File: config.mk
export PLATFORM = sky130hd
export DESIGN_NAME = sample_frame_builder_unit
export DESIGN_NICKNAME = d
export VERILOG_FILES = /design/src/hw/rtl/sfb_pkg.sv /design/src/hw/rtl/sfb_front.sv /design/src/hw/rtl/sfb_back.sv /design/src/hw/rtl/sample_frame_builder_unit.sv
export SDC_FILE = /design/constraint.sdc
export NUM_CORES = 1
export LEC_CHECK = 0
export BUFFER_PORTS_ARGS = -buffer_cell sky130_fd_sc_hd__buf_2
export CAP_MARGIN = 25
export CORE_MARGIN = 3
export CORE_UTILIZATION = 30
export CTS_CLUSTER_SIZE = 30
export DETAILED_ROUTE_END_ITERATION = 8
export GPL_TIMING_DRIVEN = 0
export PLACE_DENSITY_LB_ADDON = 0.08
export SYNTH_ARGS = -nofsm -noshare
export SYNTH_HDL_FRONTEND = slang
export SYNTH_SLANG_ARGS = --single-unit
export TNS_END_PERCENT = 20
File: constraint.sdc
create_clock -name clock -period 11.85 [get_ports clock]
set_input_delay 2.37 -clock clock [delete_from_list [all_inputs] [get_ports clock]]
set_output_delay 2.37 -clock clock [all_outputs]
set_load 0.02 [all_outputs]
File: src/hw/rtl/sfb_pkg.sv
// Shared types, constants and the CRC byte update for the sample frame builder.
`timescale 1ns / 1ps

package sfb_pkg;

   localparam int FrameBytes   = 19;
   localparam int QueueDepth   = 2;
   localparam int CrcFirst     = 1;
   localparam int CrcLast      = 16;

   localparam logic [15:0] CrcInit = 16'hFFFF;
   localparam logic [15:0] CrcPoly = 16'h1021;
   localparam logic [15:0] LenWord = 16'd14;

   // CSR register selects (paddr bit 2)
   localparam logic RegStartByte  = 1'b0;
   localparam logic RegSampleType = 1'b1;

   localparam logic [4:0] LastIdx  = 5'(FrameBytes - 1);
   localparam logic [4:0] CrcLoIdx = 5'(CrcLast + 1);

   typedef struct packed {
      logic [31:0] time_ms;
      logic [23:0] infrared_level;
      logic [23:0] red_level;
      logic [7:0]  heart_rate;
      logic [7:0]  saturation_pct;
   } sample_type;

   typedef struct packed {
      logic [7:0] start_byte;
      logic [7:0] sample_type_code;
   } cfg_type;

   // CRC-16/CCITT-FALSE, one byte, MSB first
   function automatic logic [15:0] crc_byte(input logic [15:0] crc, input logic [7:0] data);
      logic [15:0] acc;
      acc = crc ^ {data, 8'h00};
      for (int b = 0; b < 8; b++) begin
         if (acc[15]) begin
            acc = {acc[14:0], 1'b0} ^ CrcPoly;
         end else begin
            acc = {acc[14:0], 1'b0};
         end
      end
      return acc;
   endfunction

endpackage

File: src/hw/rtl/sfb_front.sv
// Front end: accepts samples into a two-entry queue ahead of the serializer.
`timescale 1ns / 1ps

module sfb_front (
   input  logic                clock,
   input  logic                reset,
   input  logic                push,
   output logic                full,
   input  sfb_pkg::sample_type sample_in,
   output logic                head_valid,
   output sfb_pkg::sample_type head,
   input  logic                head_take
);

   sfb_pkg::sample_type slot_ff [sfb_pkg::QueueDepth];
   logic       wr_ptr_ff, wr_ptr_in;
   logic       rd_ptr_ff, rd_ptr_in;
   logic [1:0] count_ff, count_in;
   logic       do_push, do_pop;

   assign full       = (count_ff == 2'(sfb_pkg::QueueDepth));
   assign head_valid = (count_ff != 2'd0);
   assign head       = slot_ff[rd_ptr_ff];
   assign do_push    = push && !full;
   assign do_pop     = head_take && head_valid;

   always_comb begin
      wr_ptr_in = do_push ? !wr_ptr_ff : wr_ptr_ff;
      rd_ptr_in = do_pop ? !rd_ptr_ff : rd_ptr_ff;
      count_in  = count_ff + 2'(do_push) - 2'(do_pop);
   end

   always_ff @(posedge clock) begin
      if (reset) begin
         wr_ptr_ff <= 1'b0;
         rd_ptr_ff <= 1'b0;
         count_ff  <= 2'd0;
      end else begin
         wr_ptr_ff <= wr_ptr_in;
         rd_ptr_ff <= rd_ptr_in;
         count_ff  <= count_in;
      end
   end

   always_ff @(posedge clock) begin
      if (do_push) begin
         slot_ff[wr_ptr_ff] <= sample_in;
      end
   end

endmodule

File: src/hw/rtl/sfb_back.sv
// Back end: serializes one sample into frame words and appends the CRC.
`timescale 1ns / 1ps

module sfb_back (
   input  logic                clock,
   input  logic                reset,
   input  sfb_pkg::cfg_type    cfg,
   input  logic                head_valid,
   input  sfb_pkg::sample_type head,
   output logic                head_take,
   output logic                empty,
   input  logic                pop,
   output logic [7:0]          frame_byte,
   output logic                last_of_frame
);

   logic [4:0]  idx_ff, idx_in;
   logic [15:0] crc_ff, crc_in;
   logic        out_valid_ff, out_valid_in;
   logic [7:0]  out_byte_ff, out_byte_in;
   logic        out_last_ff, out_last_in;
   logic        advance, emit;
   logic [7:0]  frame [sfb_pkg::FrameBytes];
   logic [15:0] crc_seed;

   always_comb begin
      frame[0]  = cfg.start_byte;
      frame[1]  = sfb_pkg::LenWord[7:0];
      frame[2]  = sfb_pkg::LenWord[15:8];
      frame[3]  = cfg.sample_type_code;
      frame[4]  = head.time_ms[7:0];
      frame[5]  = head.time_ms[15:8];
      frame[6]  = head.time_ms[23:16];
      frame[7]  = head.time_ms[31:24];
      frame[8]  = head.infrared_level[7:0];
      frame[9]  = head.infrared_level[15:8];
      frame[10] = head.infrared_level[23:16];
      frame[11] = head.red_level[7:0];
      frame[12] = head.red_level[15:8];
      frame[13] = head.red_level[23:16];
      frame[14] = head.heart_rate;
      frame[15] = head.saturation_pct;
      frame[16] = 8'h00;
      frame[17] = crc_ff[7:0];
      frame[18] = crc_ff[15:8];
   end

   // Output register frees up when empty or being popped
   assign advance   = !out_valid_ff || pop;
   assign emit      = advance && head_valid;
   assign head_take = emit && (idx_ff == sfb_pkg::LastIdx);
   assign crc_seed  = (idx_ff == 5'(sfb_pkg::CrcFirst)) ? sfb_pkg::CrcInit : crc_ff;

   always_comb begin
      idx_in       = idx_ff;
      crc_in       = crc_ff;
      out_valid_in = out_valid_ff;
      out_byte_in  = out_byte_ff;
      out_last_in  = out_last_ff;
      if (advance) begin
         out_valid_in = head_valid;
      end
      if (emit) begin
         out_byte_in = frame[idx_ff];
         out_last_in = (idx_ff == sfb_pkg::LastIdx);
         idx_in      = (idx_ff == sfb_pkg::LastIdx) ? 5'd0 : idx_ff + 5'd1;
         // fold bytes one through sixteen into the CRC
         if (idx_ff >= 5'(sfb_pkg::CrcFirst) && idx_ff < sfb_pkg::CrcLoIdx) begin
            crc_in = sfb_pkg::crc_byte(crc_seed, frame[idx_ff]);
         end
      end
   end

   always_ff @(posedge clock) begin
      if (reset) begin
         idx_ff       <= 5'd0;
         out_valid_ff <= 1'b0;
      end else begin
         idx_ff       <= idx_in;
         out_valid_ff <= out_valid_in;
      end
   end

   always_ff @(posedge clock) begin
      crc_ff      <= crc_in;
      out_byte_ff <= out_byte_in;
      out_last_ff <= out_last_in;
   end

   assign empty         = !out_valid_ff;
   assign frame_byte    = out_byte_ff;
   assign last_of_frame = out_last_ff;

endmodule

File: src/hw/rtl/sample_frame_builder_unit.sv
// Top level of the sample frame builder: CSRs, front queue and serializer.
`timescale 1ns / 1ps

// Each accepted sample becomes a 19-word frame on the result side: start byte,
// length 14 (LE16), type byte, 13 payload bytes (time LE32, infrared LE24,
// red LE24, heart rate, saturation, zero) and a CRC-16/CCITT-FALSE over frame
// bytes 1..16, stored low byte first; last_of_frame marks the final word. The
// serializer emits one word per cycle while pop stays high and a sample waits,
// and samples stream back to back. A two-entry queue holds accepted samples
// ahead of the serializer; the frame in flight keeps its entry until its last
// word is loaded into the output register, so full rises once a second sample
// waits behind it. Registers: start byte at 0x0 and type code at 0x4 (reset
// 0x02 and 0x01); change them only while idle.
module sample_frame_builder_unit (
   input  logic        clock,
   input  logic        reset,
   input  logic        push,
   output logic        full,
   input  logic [31:0] req_time_ms,
   input  logic [23:0] req_infrared_level,
   input  logic [23:0] req_red_level,
   input  logic [7:0]  req_heart_rate,
   input  logic [7:0]  req_saturation_pct,
   output logic        empty,
   input  logic        pop,
   output logic [7:0]  rsp_frame_byte,
   output logic        rsp_last_of_frame,
   input  logic        psel,
   input  logic        penable,
   input  logic        pwrite,
   input  logic [2:0]  paddr,
   input  logic [31:0] pwdata,
   output logic [31:0] prdata,
   output logic        pready
);

   sfb_pkg::cfg_type    cfg_ff, cfg_in;
   sfb_pkg::sample_type sample_in;
   sfb_pkg::sample_type head;
   logic                head_valid;
   logic                head_take;
   logic                csr_write;

   assign pready    = 1'b1;
   assign csr_write = psel && penable && pwrite && pready;

   always_comb begin
      cfg_in = cfg_ff;
      if (csr_write) begin
         unique case (paddr[2])
            sfb_pkg::RegStartByte:  cfg_in.start_byte       = pwdata[7:0];
            sfb_pkg::RegSampleType: cfg_in.sample_type_code = pwdata[7:0];
            default:                cfg_in = cfg_ff;
         endcase
      end
   end

   always_ff @(posedge clock) begin
      if (reset) begin
         cfg_ff.start_byte       <= 8'd2;
         cfg_ff.sample_type_code <= 8'd1;
      end else begin
         cfg_ff <= cfg_in;
      end
   end

   always_comb begin
      unique case (paddr[2])
         sfb_pkg::RegStartByte:  prdata = {24'd0, cfg_ff.start_byte};
         sfb_pkg::RegSampleType: prdata = {24'd0, cfg_ff.sample_type_code};
         default:                prdata = 32'd0;
      endcase
   end

   assign sample_in = '{time_ms:        req_time_ms,
                        infrared_level: req_infrared_level,
                        red_level:      req_red_level,
                        heart_rate:     req_heart_rate,
                        saturation_pct: req_saturation_pct};

   sfb_front u_front (
      .clock      (clock),
      .reset      (reset),
      .push       (push),
      .full       (full),
      .sample_in  (sample_in),
      .head_valid (head_valid),
      .head       (head),
      .head_take  (head_take)
   );

   sfb_back u_back (
      .clock         (clock),
      .reset         (reset),
      .cfg           (cfg_ff),
      .head_valid    (head_valid),
      .head          (head),
      .head_take     (head_take),
      .empty         (empty),
      .pop           (pop),
      .frame_byte    (rsp_frame_byte),
      .last_of_frame (rsp_last_of_frame)
   );

endmodule

==> out/metrics.yaml <==
outcome:
  outcome: "finished clean"
floorplan:
  height_of_the_die_um: 194
  design.die.area_mm2: 0.0377
  start_util_pct: 30.6
  fp-row-count: 68
  die_x_um: 194
  design.core.area_mm2: 0.0347
  pin_count: 182
timing:
  rsz_0062_raised_after_global_routing: "false"
  achievable-frequency_mhz: 169
  final_tns_setup_ns: 0
  worst_slew_margin_relative_to_its_limit_pct: 32.5
  actual_transition_at_the_worst_max_transition_pin_ns: 1.01
  drv_slew: 0
  timing.final.hold_violations: 0
  report.final.setup_viol: 0
  layout_min_cycle_time_ns: 5.93
  final.setup.worst_slack_ns: 5.92
  fin_hold_ws_ns: 0.468
  timing.clock.skew_ns: 0.0192
  post-route-period-util_pct: 50.0
layout:
  num-fill-cells: 3396
  nets: 1026
  diodes: 0
  fin_cells: 1360
  synthToLayoutAreaGrowth_pct: 22.5
  fraction_of_final_layout_cells_with_drive_strength_greater_than_1_pct: 31.2
placed_design:
  gp_congestion: 0.765
  port_buffers: 130
  placed_cells_incl_taps: 1308
  dp_slack_ns: 5.90
  hpwl_mm: 19.7
synth:
  synth.largest_area_cell: "edfxtp_1"
  async_flop_share_pct: 0
  synth_seq_area_share_pct: 66.4
  synth.lib_cells_used.distinct: 71
  synth.area.top_cells: "edfxtp_1 (61%), dfxtp_1 (5.1%), mux4_2 (5.1%), mux2i_1 (4.3%), nand2_1 (2.1%)"
  mappedNetlistArea_mm2: 0.0106
  yosys.cell_count.top_type: "edfxtp_1"
  ys_dominant_reg_cell: "edfxtp_1"
  synth-warning-count: 0
  synth-edff-count: 217
  netlist_instances: 696
  synth_top_area_share_pct: 61.3
  yosys_register_bits: 244
  yosys-top-cells-count: "edfxtp_1 (217), nand2_1 (60), mux2i_1 (46), a21oi_1 (38), nor2_1 (32)"
  avgSynthCellArea_um2: 15.3
power_and_ir_drop:
  sw_ratio_pct: 26.0
  maximum_resistive_drop_on_vdd_uv: 113
  pwr-share-comb_pct: 17.7
  power_leakage_uw: 0.00468
  p_clk_share_pct: 37.8
  p_switching_uw: 627
  power_uw: 2410
  internal_power_component_uw: 1790
  power_density_mw_per_mm2: 185
  share_seq_of_total_power_pct: 44.4
global_route:
  globalRouteTotalUtil_pct: 14.8
  gr-total-overflow: 0
  first_global_vias: 6596
  grt_start_max_net_pins: 58
  grt_pass1_wl_mm: 42.3
  initial_antenna_violation_count: 1
setup_path:
  top_cell_by_count_worst_path: "buf_2"
  ordered_cell_list_for_the_critical_path: "buf_2, clkbuf_1, mux2_2, buf_2"
  critPathKind: "input port to output port"
  critical_path.startpoint_type: "input port"
  worst-path-max-fanout: 10
  worstPathArrival_ns: 3.56
  cpPeakStageDelay_ns: 0.50
  critPathSlowestCell: "clkbuf_1"
  reg2reg_slack_ns: 8.27
  worst_path_dominant_cell_family: "buffers and inverters"
  cp.buffers_inverters: 3
  endpoint_kind: "output port"
  required_ns: 9.48
clocking:
  cts_tree: "done"
  post-cts-setup-buffers: 0
  cts_resized: 0
  clock_tree.buffer_depth: 3
  cts_hold_repair.buffers: 0
  tritoncts.num_buffers: 28
  clkSlewWorstSetupHoldPaths_ns: 0.06
  cts_htree_levels: 1
  cts_root_buf: "clkbuf_16"
  clock_sinks: 244
  clock_latency_on_the_worst_skew_pair_ns: 0.54
flow_run:
  max-cap-violations: 0
detailed_routing:
  detail_route.vias_per_cell: 4.62
  number_of_vias_in_the_routed_layout: 6289
  drc: 0
  drt_iter0_markers: 424
  routed_wire_length_per_instance_um: 20.9
  ant_nets: 0
  wl_mm: 28.4
  first_pass_iteration_count_of_the_detailed_router: 5
min_path:
  timing.hold.worst.class: "flip-flop to flip-flop"
[kinds of logic after synthesis]
group                      count (synthesis)  synth area share [%]
other                                      2                0.0706
adders and majority gates                  5                 0.589
DFF                                      244                  66.4
AOI/OAI and AO/OA                        105                  6.86
buffers and inverters                     74                  4.48
muxes                                     87                  11.5
xor gates and xnor gates                  37                  3.81
and+or+nand+nor                          142                  6.26
[power by group through the flow]
stage	Combinational (µW)	Sequential, µW	Clock [µW]
after floorplan	282	1090	0
after global placement	425	1100	0
after detailed placement	434	1090	0
after CTS	436	1070	941
after global routing	469	1080	980
final	428	1070	913
[placed cells by master, fill, tap and decap left out, types with 4 or more instances in the layout]
cell       instances
clkbuf_1          17
mux2_2            10
nand2b_1           8
nor2_1            31
buf_2            143
inv_1             12
nand3b_1           5
a21oi_1           38
ha_1               5
clkinv_2           4
a22o_1             6
nand3_1           11
edfxtp_1         217
xor2_1             8
buf_4             27
xnor2_1           22
mux4_2            24
clkinv_1           4
clkbuf_16         29
a22oi_1           14
conb_1            25
buf_12             5
nor2b_1            6
dfxtp_1           27
nand2_1           60
bufinv_16          5
buf_6              5
o22ai_1            7
mux2i_1           46
o21ai_0            8
[flip-flops by register name (all words and copies together), names as in the netlist, named ones only]
register and flops:
u_front.wr_ptr_ff 1, u_front.slot_ff 192, u_back.idx_ff 5, u_back.frame_byte 8
u_back.crc_ff 16, cfg_ff 16, u_front.rd_ptr_ff 1, u_back.out_valid_ff 1
u_front.count_ff 2, u_back.last_of_frame 1
[worst min-delay path: cells and delay by family, from the launching register on]
family	cells	cell delay [ns]
AO/OA/AOI/OAI	1	0.05
flip-flops	1	0.32
AND/OR/NAND/NOR	1	0.05
[worst paths after layout]
check              startpoint                 to  cells after the start
min reg2reg         cfg_ff[7]          cfg_ff[7]                      2
max                  paddr[2]          prdata[7]                      4
min                 cfg_ff[7]          cfg_ff[7]                      2
max reg2reg  u_back.idx_ff[1]  u_back.crc_ff[12]                     10
[stage by stage]
step / util, % / instance area, µm²
after floorplan: - / 10700
after global placement: 34.4 / 11900
after detailed placement: 34.7 / 12000
after CTS: 37.5 / 13000
after global routing: 37.5 / 13000
final: 37.5 / 13000
[metal layers]
metal | routed length (µm) | up-vias | GRT usage [%]
met3 | 1390 | 33 | 2.78
li1 | - | 2969 | -
met5 | 7 | - | 0
met2 | 13800 | 159 | 24.9
met4 | 411 | 2 | 2.90
met1 | 12800 | 3126 | 20.2
[area by class of cell]
cell class	count	area (µm²)	area share [%]
buffer	61	428	3.29
clock buffer	39	793	6.09
clock inverter	13	189	1.45
inverter	13	48.8	0.375
multi-input combinational	401	3200	24.5
sequential	244	7060	54.2
tap	455	569	4.37
timing repair buffer	134	738	5.67
Power figures use the tool's default switching activity.
